**src/design/efp_pkg.sv**
```systemverilog
package efp_pkg;

    localparam int COORD_BITS = 32;
    localparam int COUNT_BITS = 24;
    localparam int LIMIT_BITS = 24;
    localparam int WIDTH_REG_BITS = 13;
    localparam int QUEUE_DEPTH = 2;

    localparam int DEF_MAX_WIDTH = 4096;
    localparam int DEF_INDEX_BITS = 24;
    localparam int DEF_FRAC_BITS = 28;

    // register indexes on the config port
    localparam logic [2:0] REG_ITER_LIMIT = 3'd0;
    localparam logic [2:0] REG_IMAGE_WIDTH = 3'd1;
    localparam logic [2:0] REG_X_LEFT = 3'd2;
    localparam logic [2:0] REG_X_STEP = 3'd3;
    localparam logic [2:0] REG_Y_BOTTOM = 3'd4;
    localparam logic [2:0] REG_Y_STEP = 3'd5;

    // point c handed from the front part to the iteration engine
    typedef struct packed {
        logic [COORD_BITS-1:0] cx;
        logic [COORD_BITS-1:0] cy;
    } point_t;

    typedef struct packed {
        logic [LIMIT_BITS-1:0] iter_limit;
        logic [WIDTH_REG_BITS-1:0] image_width;
        logic [COORD_BITS-1:0] x_left;
        logic [COORD_BITS-1:0] x_step;
        logic [COORD_BITS-1:0] y_bottom;
        logic [COORD_BITS-1:0] y_step;
    } cfg_t;

endpackage

```
**src/design/efp_queue.sv**
```systemverilog
module efp_queue (
    input  logic            aclk,
    input  logic            aresetn,
    input  logic            push,
    input  efp_pkg::point_t push_point,
    output logic            full,
    input  logic            pop,
    output efp_pkg::point_t pop_point,
    output logic            empty
);

    localparam int AB = $clog2(efp_pkg::QUEUE_DEPTH);

    efp_pkg::point_t mem_reg [efp_pkg::QUEUE_DEPTH];
    logic [AB-1:0]   wr_reg;
    logic [AB-1:0]   rd_reg;
    logic [AB:0]     cnt_reg;

    assign full = (cnt_reg == (AB+1)'(efp_pkg::QUEUE_DEPTH));
    assign empty = (cnt_reg == '0);
    assign pop_point = mem_reg[rd_reg];

    always_ff @(posedge aclk) begin
        if (push && !full) begin
            mem_reg[wr_reg] <= push_point;
        end
        if (!aresetn) begin
            wr_reg <= '0;
            rd_reg <= '0;
            cnt_reg <= '0;
        end else begin
            if (push && !full) begin
                wr_reg <= (wr_reg == AB'(efp_pkg::QUEUE_DEPTH - 1)) ? '0 : wr_reg + AB'(1);
            end
            if (pop && !empty) begin
                rd_reg <= (rd_reg == AB'(efp_pkg::QUEUE_DEPTH - 1)) ? '0 : rd_reg + AB'(1);
            end
            cnt_reg <= cnt_reg + (AB+1)'(push && !full) - (AB+1)'(pop && !empty);
        end
    end

endmodule

```
**config.mk**
```make
export PLATFORM = sky130hd
export DESIGN_NAME = efp_queue
export DESIGN_NICKNAME = d
export VERILOG_FILES = /design/src/design/efp_pkg.sv /design/src/design/efp_queue.sv
export SDC_FILE = /design/constraint.sdc
export NUM_CORES = 1
export LEC_CHECK = 0
export ABC_AREA = 1
export BUFFER_PORTS_ARGS = -buffer_cell sky130_fd_sc_hd__buf_2
export CAP_MARGIN = 10
export CORE_MARGIN = 8
export CORE_UTILIZATION = 30
export CTS_BUF_LIST = sky130_fd_sc_hd__clkbuf_4 sky130_fd_sc_hd__clkbuf_8
export DETAILED_ROUTE_END_ITERATION = 8
export SYNTH_ARGS = -nofsm -noshare
export SYNTH_HDL_FRONTEND = slang
export SYNTH_SLANG_ARGS = --single-unit
```
**constraint.sdc**
```tcl
create_clock -name aclk -period 3.58 [get_ports aclk]
set_clock_uncertainty 0.05 [all_clocks]
set_input_delay 0.358 -clock aclk [delete_from_list [all_inputs] [get_ports aclk]]
set_output_delay 0.358 -clock aclk [all_outputs]
set_load 0.01 [all_outputs]
```
==> out/metrics.yaml <==
pwr:
  power_density_nw_per_um2: 703
  max-vdd-ir-drop_mv: 0.252
  p_leak_nw: 2.55
sta:
  hold_viol: 0
  finalSetupTns_ns: 0
  relSlewSlack_pct: 40.0
  period_minus_slack_ns: 2.42
  finalSetupViolCount: 0
  slew_viol_final: 0
  max_slew.worst_pin.slew_ns: 0.900
  fin_ws_ns: 1.16
  rsz0062_at_grt: "false"
  fin_hold_ws_ns: 0.0642
  fin_crit_sh_pct: 67.5
  fmax_ghz: 0.414
drt:
  firstDrtPassIters: 4
  route.vias.total: 2562
  postRouteAntennaNets: 0
  wirelength_mm: 10.1
  viasPerCell: 4.11
  avgRoutedWirePerCell_um: 16.2
  drc_errors: 0
  drt_iter0_markers: 69
clock_network:
  cts_buffer_depth: 2
  insertion_delay_ns: 0.43
  path_clk_slew_ns: 0.08
  root_buffer: "clkbuf_8"
  hold_buffers: 0
  cts.sinks: 133
  cts_tree: "built"
  cts_buffers: 17
  cts-htree-levels: 4
  post_cts_buffers: 0
  cts_resized: 0
floorplan:
  coreArea_sq_um: 17100
  dieArea_sq_um: 21700
  die_width_um: 147
  start_util_pct: 30.3
  die_h_um: 147
  row_count: 48
  pin_count: 134
placement:
  placed_area_sq_um: 6040
  place_congestion: 0.632
  dp_hpwl_mm: 6.82
  pre_cts_ws_ns: 1.54
  io_buffers: 133
critical_path:
  critPathCaptureType: "output pin"
  required_ns: 3.17
  worstPathArrival_ns: 2.01
  worst-setup-path-type: "register to output pin"
  cp-start-kind: "register"
  cp_max_fo: 38
job:
  maxCapViolations: 0
hold_path:
  holdCritPathClass: "input port to register"
finish:
  antennaDiodeCount: 0
  finalInstanceArea_sq_um: 6470
  multi_input_area_sq_um: 1070
  regArea_sq_um: 3950
  final_cell_mix: "133 x buf_2, 128 x edfxtp_1, 60 x mux2_4"
  drive_gt1_share_pct: 59.0
  layout_commonest_cell: "buf_2"
  fin_nets: 455
  area_delta_synth_final_pct: 25.2
  fill_cells: 1611
  largest_reg_flops: 128
synthesis:
  synthCells: 237
  syn_area_per_cell_sq_um: 21.8
  ys_warn_count: 0
  ys_seq_area_share_pct: 76.3
  ys_ff_latch: 133
  syn_area_sq_um: 5170
  synth_cell_types: 12
  synth_nets: 307
global_routing:
  track_usage_pct: 9.55
  grt_pass1_wl_mm: 15.6
  grt_max_degree: 65
  grt_pass1_vias: 2929
  grt_antenna_before_repair: 0
  overflow: 0
outcome:
  status: "complete, no violations"
==> synthesized netlist by cell type <==
master    instances  area, sq um
nand2_1           9         33.8
dfxtp_1           5          100
mux2_4           60          901
edfxtp_1        128         3840
nor2_1            8         30.0
buf_6             1         11.3
a21oi_1           2         10.0
mux2_2            4         45.0
nand3_1           3         15.0
buf_12            6          120
inv_1             9         33.8
ha_1              2         25.0
==> routing by layer <==
layer,track usage (%),vias to the layer above,routed length [um]
li1,-,1205,-
met1,9.95,1249,4070
met2,15.8,91,5050
met3,4.83,17,827
met4,4.49,0,157
met5,0,-,0
==> final cells by class <==
cell class	instances	share of cell area (%)
Tap cell	225	4.35
Timing Repair Buffer	136	11.0
Sequential cell	133	61.0
Clock inverter	14	2.86
Multi-Input combinational cell	88	16.5
Inverter	9	0.522
Clock buffer	18	3.73
==> logic make-up (layout without fill, tap and decap cells) <==
group,after synthesis,in the layout,synth area share (%)
AOI/OAI and AO/OA,2,2,0.194
adders and majority gates,2,2,0.484
buffers and inverters,16,177,3.20
DFF,133,133,76.3
muxes,64,64,18.3
and+or+nand+nor,20,20,1.52
==> final timing paths <==
kind / start / end / slack, ns / cells past startpoint
worst max-delay path: register / pop_point[51] / 1.16 / 3
worst min-delay path: push_point[9] / mem_reg[0][9]$_DFFE_PP_ / 0.06 / 1
worst max register to register: cnt_reg[0]$_SDFF_PN0_ / mem_reg[1][21]$_DFFE_PP_ / 1.59 / 5
worst min register to register: rd_reg$_SDFFE_PN0P_ / register / 0.49 / 2
==> where the power goes <==
part / internal [mW] / switching [mW] / total [mW] / leakage (nW)
Clock: 0.761 / 0.571 / 1.33 / 0.212
Sequential: 1.98 / 0.112 / 2.09 / 1.24
Combinational: 0.576 / 0.549 / 1.12 / 1.10
Total: 3.32 / 1.23 / 4.55 / 2.55
==> critical path: stages, from the launching register on <==
cell	delay, ns
dfxtp_4	0.70
buf_12	0.35
mux2_2	0.37
buf_2	0.14
==> through the flow <==
| step | power [mW] | util [%] | instances |
|---|---|---|---|
| final | 4.55 | 37.9 | 623 |
| after global routing | 4.79 | 37.9 | 623 |
| after CTS | 4.65 | 37.9 | 623 |
| after detailed placement | 3.28 | 35.4 | 591 |
| after global placement | 3.25 | 35.4 | 591 |
| after floorplan | 2.93 | - | 237 |
Note: power is estimated with default switching activity, not from simulation.
