===== src/design/efp_pkg.sv =====
package efp_pkg;

    localparam int COORD_BITS = 32;
    localparam int COUNT_BITS = 24;
    localparam int LIMIT_BITS = 24;
    localparam int WIDTH_REG_BITS = 13;
    localparam int QUEUE_DEPTH = 2;

    localparam int DEF_MAX_WIDTH = 4096;
    localparam int DEF_INDEX_BITS = 24;
    localparam int DEF_FRAC_BITS = 28;

    // register indexes on the config port
    localparam logic [2:0] REG_ITER_LIMIT = 3'd0;
    localparam logic [2:0] REG_IMAGE_WIDTH = 3'd1;
    localparam logic [2:0] REG_X_LEFT = 3'd2;
    localparam logic [2:0] REG_X_STEP = 3'd3;
    localparam logic [2:0] REG_Y_BOTTOM = 3'd4;
    localparam logic [2:0] REG_Y_STEP = 3'd5;

    // point c handed from the front part to the iteration engine
    typedef struct packed {
        logic [COORD_BITS-1:0] cx;
        logic [COORD_BITS-1:0] cy;
    } point_t;

    typedef struct packed {
        logic [LIMIT_BITS-1:0] iter_limit;
        logic [WIDTH_REG_BITS-1:0] image_width;
        logic [COORD_BITS-1:0] x_left;
        logic [COORD_BITS-1:0] x_step;
        logic [COORD_BITS-1:0] y_bottom;
        logic [COORD_BITS-1:0] y_step;
    } cfg_t;

endpackage


===== src/design/efp_front.sv =====
module efp_front #(
    parameter int MAX_WIDTH = efp_pkg::DEF_MAX_WIDTH,
    parameter int INDEX_BITS = efp_pkg::DEF_INDEX_BITS
) (
    input  logic                  aclk,
    input  logic                  aresetn,
    input  efp_pkg::cfg_t         cfg,
    input  logic                  in_valid,
    output logic                  in_ready,
    input  logic [INDEX_BITS-1:0] in_index,
    output logic                  push,
    output efp_pkg::point_t       push_point,
    input  logic                  queue_full
);

    localparam int WB = $clog2(MAX_WIDTH + 1);
    localparam int CB = $clog2(INDEX_BITS + 1);

    typedef enum logic [1:0] {
        ST_IDLE,
        ST_DIV,
        ST_MUL,
        ST_PUSH
    } state_t;

    state_t                   state_reg;
    logic [WB-1:0]            w_reg;
    logic [WB-1:0]            rem_reg;
    logic [INDEX_BITS-1:0]    quo_reg;
    logic [CB-1:0]            cnt_reg;
    logic [efp_pkg::COORD_BITS-1:0] px_reg;
    logic [efp_pkg::COORD_BITS-1:0] py_reg;

    logic [31:0]   width32;
    logic [WB-1:0] w_sat;
    logic [WB:0]   rem_sh;
    logic          sub_ok;

    always_comb begin
        width32 = 32'(cfg.image_width);
        if (width32 == 32'd0) begin
            w_sat = WB'(1);
        end else if (width32 > 32'(MAX_WIDTH)) begin
            w_sat = WB'(MAX_WIDTH);
        end else begin
            w_sat = WB'(width32);
        end
    end

    // restoring division, one quotient bit per cycle
    assign rem_sh = {rem_reg, quo_reg[INDEX_BITS-1]};
    assign sub_ok = rem_sh >= {1'b0, w_reg};

    assign in_ready = (state_reg == ST_IDLE);
    assign push = (state_reg == ST_PUSH) && !queue_full;
    assign push_point.cx = cfg.x_left + px_reg;
    assign push_point.cy = cfg.y_bottom + py_reg;

    always_ff @(posedge aclk) begin
        if (!aresetn) begin
            state_reg <= ST_IDLE;
            cnt_reg <= '0;
        end else begin
            case (state_reg)
                ST_IDLE: begin
                    if (in_valid) begin
                        w_reg <= w_sat;
                        rem_reg <= '0;
                        quo_reg <= in_index;
                        cnt_reg <= '0;
                        state_reg <= ST_DIV;
                    end
                end
                ST_DIV: begin
                    rem_reg <= sub_ok ? WB'(rem_sh - {1'b0, w_reg}) : WB'(rem_sh);
                    quo_reg <= {quo_reg[INDEX_BITS-2:0], sub_ok};
                    cnt_reg <= cnt_reg + CB'(1);
                    if (cnt_reg == CB'(INDEX_BITS - 1)) begin
                        state_reg <= ST_MUL;
                    end
                end
                ST_MUL: begin
                    // col = remainder, row = quotient; only low 32 bits matter
                    px_reg <= efp_pkg::COORD_BITS'(rem_reg * cfg.x_step);
                    py_reg <= efp_pkg::COORD_BITS'(quo_reg * cfg.y_step);
                    state_reg <= ST_PUSH;
                end
                ST_PUSH: begin
                    if (!queue_full) begin
                        state_reg <= ST_IDLE;
                    end
                end
                default: state_reg <= ST_IDLE;
            endcase
        end
    end

endmodule


===== config.mk =====
export PLATFORM = sky130hd
export DESIGN_NAME = efp_front
export DESIGN_NICKNAME = d
export VERILOG_FILES = /design/src/design/efp_pkg.sv /design/src/design/efp_front.sv
export SDC_FILE = /design/constraint.sdc
export NUM_CORES = 2
export LEC_CHECK = 0
export BUFFER_PORTS_ARGS = -buffer_cell sky130_fd_sc_hd__buf_4
export CAP_MARGIN = 20
export CORE_MARGIN = 3
export CORE_UTILIZATION = 35
export CTS_BUF_LIST = sky130_fd_sc_hd__clkbuf_4
export DETAILED_ROUTE_END_ITERATION = 10
export GPL_ROUTABILITY_DRIVEN = 0
export PLACE_DENSITY = 0.65
export SYNTH_ARGS = -nofsm -noshare
export SYNTH_HDL_FRONTEND = slang
export SYNTH_SLANG_ARGS = --single-unit

===== constraint.sdc =====
create_clock -name aclk -period 7.2 [get_ports aclk]
set_clock_uncertainty 0.15 [all_clocks]
set_input_delay 0.36 -clock aclk [delete_from_list [all_inputs] [get_ports aclk]]
set_output_delay 0.36 -clock aclk [all_outputs]
set_load 0.02 [all_outputs]

==> flow_metrics.tcl <==
set metrics [dict create \
    met2WireLength_um 42700 \
    synth_sequential_area_ratio 0.110 \
    cts.path.max_buffers 2 \
    top_metal_used "met4" \
    start_util 0.356 \
    hp-start "cfg[66]" \
    globalRoute.totalOverflow 0 \
    synth_seq_cells 121 \
    clock_pin_slew_reported_for_the_worst_setup_and_hold_paths_after_clock_tree_synthesis_ns 0.17 \
    global_route.usage.total 0.190 \
    finish.net_count 4837 \
    synthDistinctLibCells 69 \
    post-route-util 0.404 \
    worstSetupEndpointType "flop" \
    timing.final.ws_setup_ns 0.254 \
    antenna_violating_nets_post_route 0 \
    ys_warn_count 0 \
    antenna_found_initial 4 \
    final-max-slew-violation-count 0 \
    numCtsBuffers 17 \
    syn-cell-area_mm2 0.0324 \
    worstReg2RegEnd "py_reg[30]" \
    status "complete, no violations" \
    io_pins 259 \
    die_width_um 310 \
    achievable-frequency_mhz 144 \
    placement.io_buffers 234 \
    drv_cap 0 \
    detail_route.iter0.violations 1559 \
    critical_path_required_ns 7.54 \
    final_layout_size_suffix_gt1_frac 0.113 \
    synth_top_area_frac 0.402 \
    grt_start_max_net_pins 54 \
    met3_wirelength_um 4050 \
    grt_pass1_vias 26094 \
    synth_top_cells_by_area "fa_1, edfxtp_1, ha_1, inv_1, and2_1" \
    synthToLayoutAreaGrowth_pct 13.5 \
    hpwlAfterDp_um 72700 \
    syn-instance-count 3523 \
    clock_insertion_delay_worst_skew_ns 0.76 \
    floorplan.core_area_mm2 0.0908 \
    setup_viol_count_final 0 \
    worst_r2r_path_depth 23 \
    average_footprint_of_a_synthesized_cell_um2 9.18 \
    fp.dieArea_mm2 0.0961 \
    critical_path_arrival_ns 7.29 \
    ys_dominant_reg_cell "edfxtp_1" \
    mappedNetlistNets 4589 \
    drc 0 \
    whs_endpoint "px_reg[2]" \
    core.rowCount 110 \
    finalNonFillerCells 4969 \
    m1WireLength_um 39000 \
    maxSlewHeadroom 0.281 \
    place_inst 4871 \
    wl_per_cell_um 17.8 \
    detailroute.via_count 24149 \
    dr_pass1_iterations 7 \
    grt_pass1_wl_um 142000 \
    worstMarginPinSlew_ns 1.07 \
    critPathKind "reg -> reg" \
    setup.worst_path.start_class "flop" \
    clockRootBuffer "clkbuf_4" \
    time_the_final_worst_path_needs_with_i_o_delays_and_setup_ns 6.95 \
    fin_tns_setup_ns 0 \
    cp_max_fo 12 \
    layout.cells.most_common "inv_1" \
    most-common-layout-cells "inv_1, fa_1, nand2_1" \
    htree_levels 4 \
    tritoncts "yes" \
    final_clock_period_utilization_by_the_worst_path 0.965 \
    timing_hold_violations_final 0 \
    leading_area_contributor_after_synthesis "fa_1" \
    timing.hold.worst_path_depth 4 \
    dieHeight_um 310 \
    preCtsSetupSlack_ns 0.00973 \
    numClockSinks 121 \
    worst_reg2reg_path_startpoint "quo_reg[0]" \
    async_s_r_ff_share_synth 0 \
    routed_wl_um 88300 \
    synth-edff-count 114 \
    min_path_type "in -> reg" \
    detail_route.vias_per_cell 4.86 \
    worst_r2r_setup_slack_ns 0.25 \
]
==> critical path, cell delays in order, from the launching register on <==
cell and delay [ns]:
edfxtp_1 0.47, buf_12 0.18, and2_1 0.18, fa_1 0.53, inv_1 0.05, fa_1 0.50, fa_1 0.57, fa_2 0.47
fa_1 0.54, inv_1 0.04, fa_1 0.47, inv_1 0.05, fa_1 0.48, inv_1 0.05, ha_1 0.28, and3_1 0.21
a221oi_2 0.34, o21ai_1 0.10, a21o_1 0.21, o2111ai_2 0.22, a31oi_2 0.14, a21o_1 0.21, a21oi_2 0.14, xnor2_1 0.08
==> worst max-delay path by stage <==
stage	from	end	slack, ns	cells after the start
final	quo_reg[0]	py_reg[30]	0.25	23
after global routing	quo_reg[0]	py_reg[30]	-0.02	23
after CTS	quo_reg[0]	py_reg[30]	0.06	23
after detailed placement	quo_reg[1]	py_reg[30]	0.01	22
after global placement	quo_reg[1]	py_reg[30]	0.11	22
after floorplan	quo_reg[9]	py_reg[30]	0.31	25
==> cell type report <==
type                            instances  area (um^2)
Fill cell                            8968        54100
Multi-Input combinational cell       2522        25600
Sequential cell                       121         3560
Timing Repair Buffer                  381         3060
Inverter                              728         2730
Tap cell                             1176         1470
Clock inverter                         14          151
Clock buffer                           18          135
Antenna cell                            9         22.5
==> cell usage after synthesis (all sizes together), types with 12 or more instances <==
cell	instances
a21o	50
a21oi	94
a31oi	12
and2	434
clkbuf	146
edfxtp	114
fa	649
ha	224
inv	728
mux2	24
mux2i	12
nand2	456
nand3	19
nor2	84
nor2b	31
nor3	23
o21a	24
o21ai	54
o21bai	13
xnor2	134
xor2	46
==> layer usage <==
metal | up-vias | GRT usage
met5 | - | 0
met4 | 0 | 0.0583
met3 | 121 | 0.0236
met2 | 651 | 0.325
met1 | 12188 | 0.253
li1 | 11189 | -
==> kinds of logic (layout without fill, tap and decap cells) <==
logic type                 Yosys count  after routing  synth area share
other                                0              9                 0
xor gates and xnor gates           180            180            0.0487
and+or+nand+nor                   1107           1107             0.172
buffers and inverters              880           1141             0.102
adders and majority gates          873            873             0.488
muxes                               36             36            0.0121
AOI/OAI and AO/OA                  326            326            0.0673
DFF                                121            121             0.110
==> metrics by stage <==
stage / hold WS [ns] / cell area (um^2)
3_5_place_dp: 0.359 / 35800
5_1_grt: 0.127 / 36700
2_1_floorplan: 0.330 / 32400
4_1_cts: 0.0839 / 36500
6_report: 0.186 / 36700
3_3_place_gp: 0.353 / 35700
==> repair_timing <==
action | CTS | global route
cloned | 0 | 1
pin swaps | 0 | 10
gates resized for setup | 1 | 21
hold endpoints to repair | 58 | 0
setup endpoints to repair | 1 | 3
hold buffers | 48 | 0
buffers inserted | 0 | 8
Power is not shown: default switching activity piles up to over one toggle a cycle in this logic, so the estimate is an artifact.
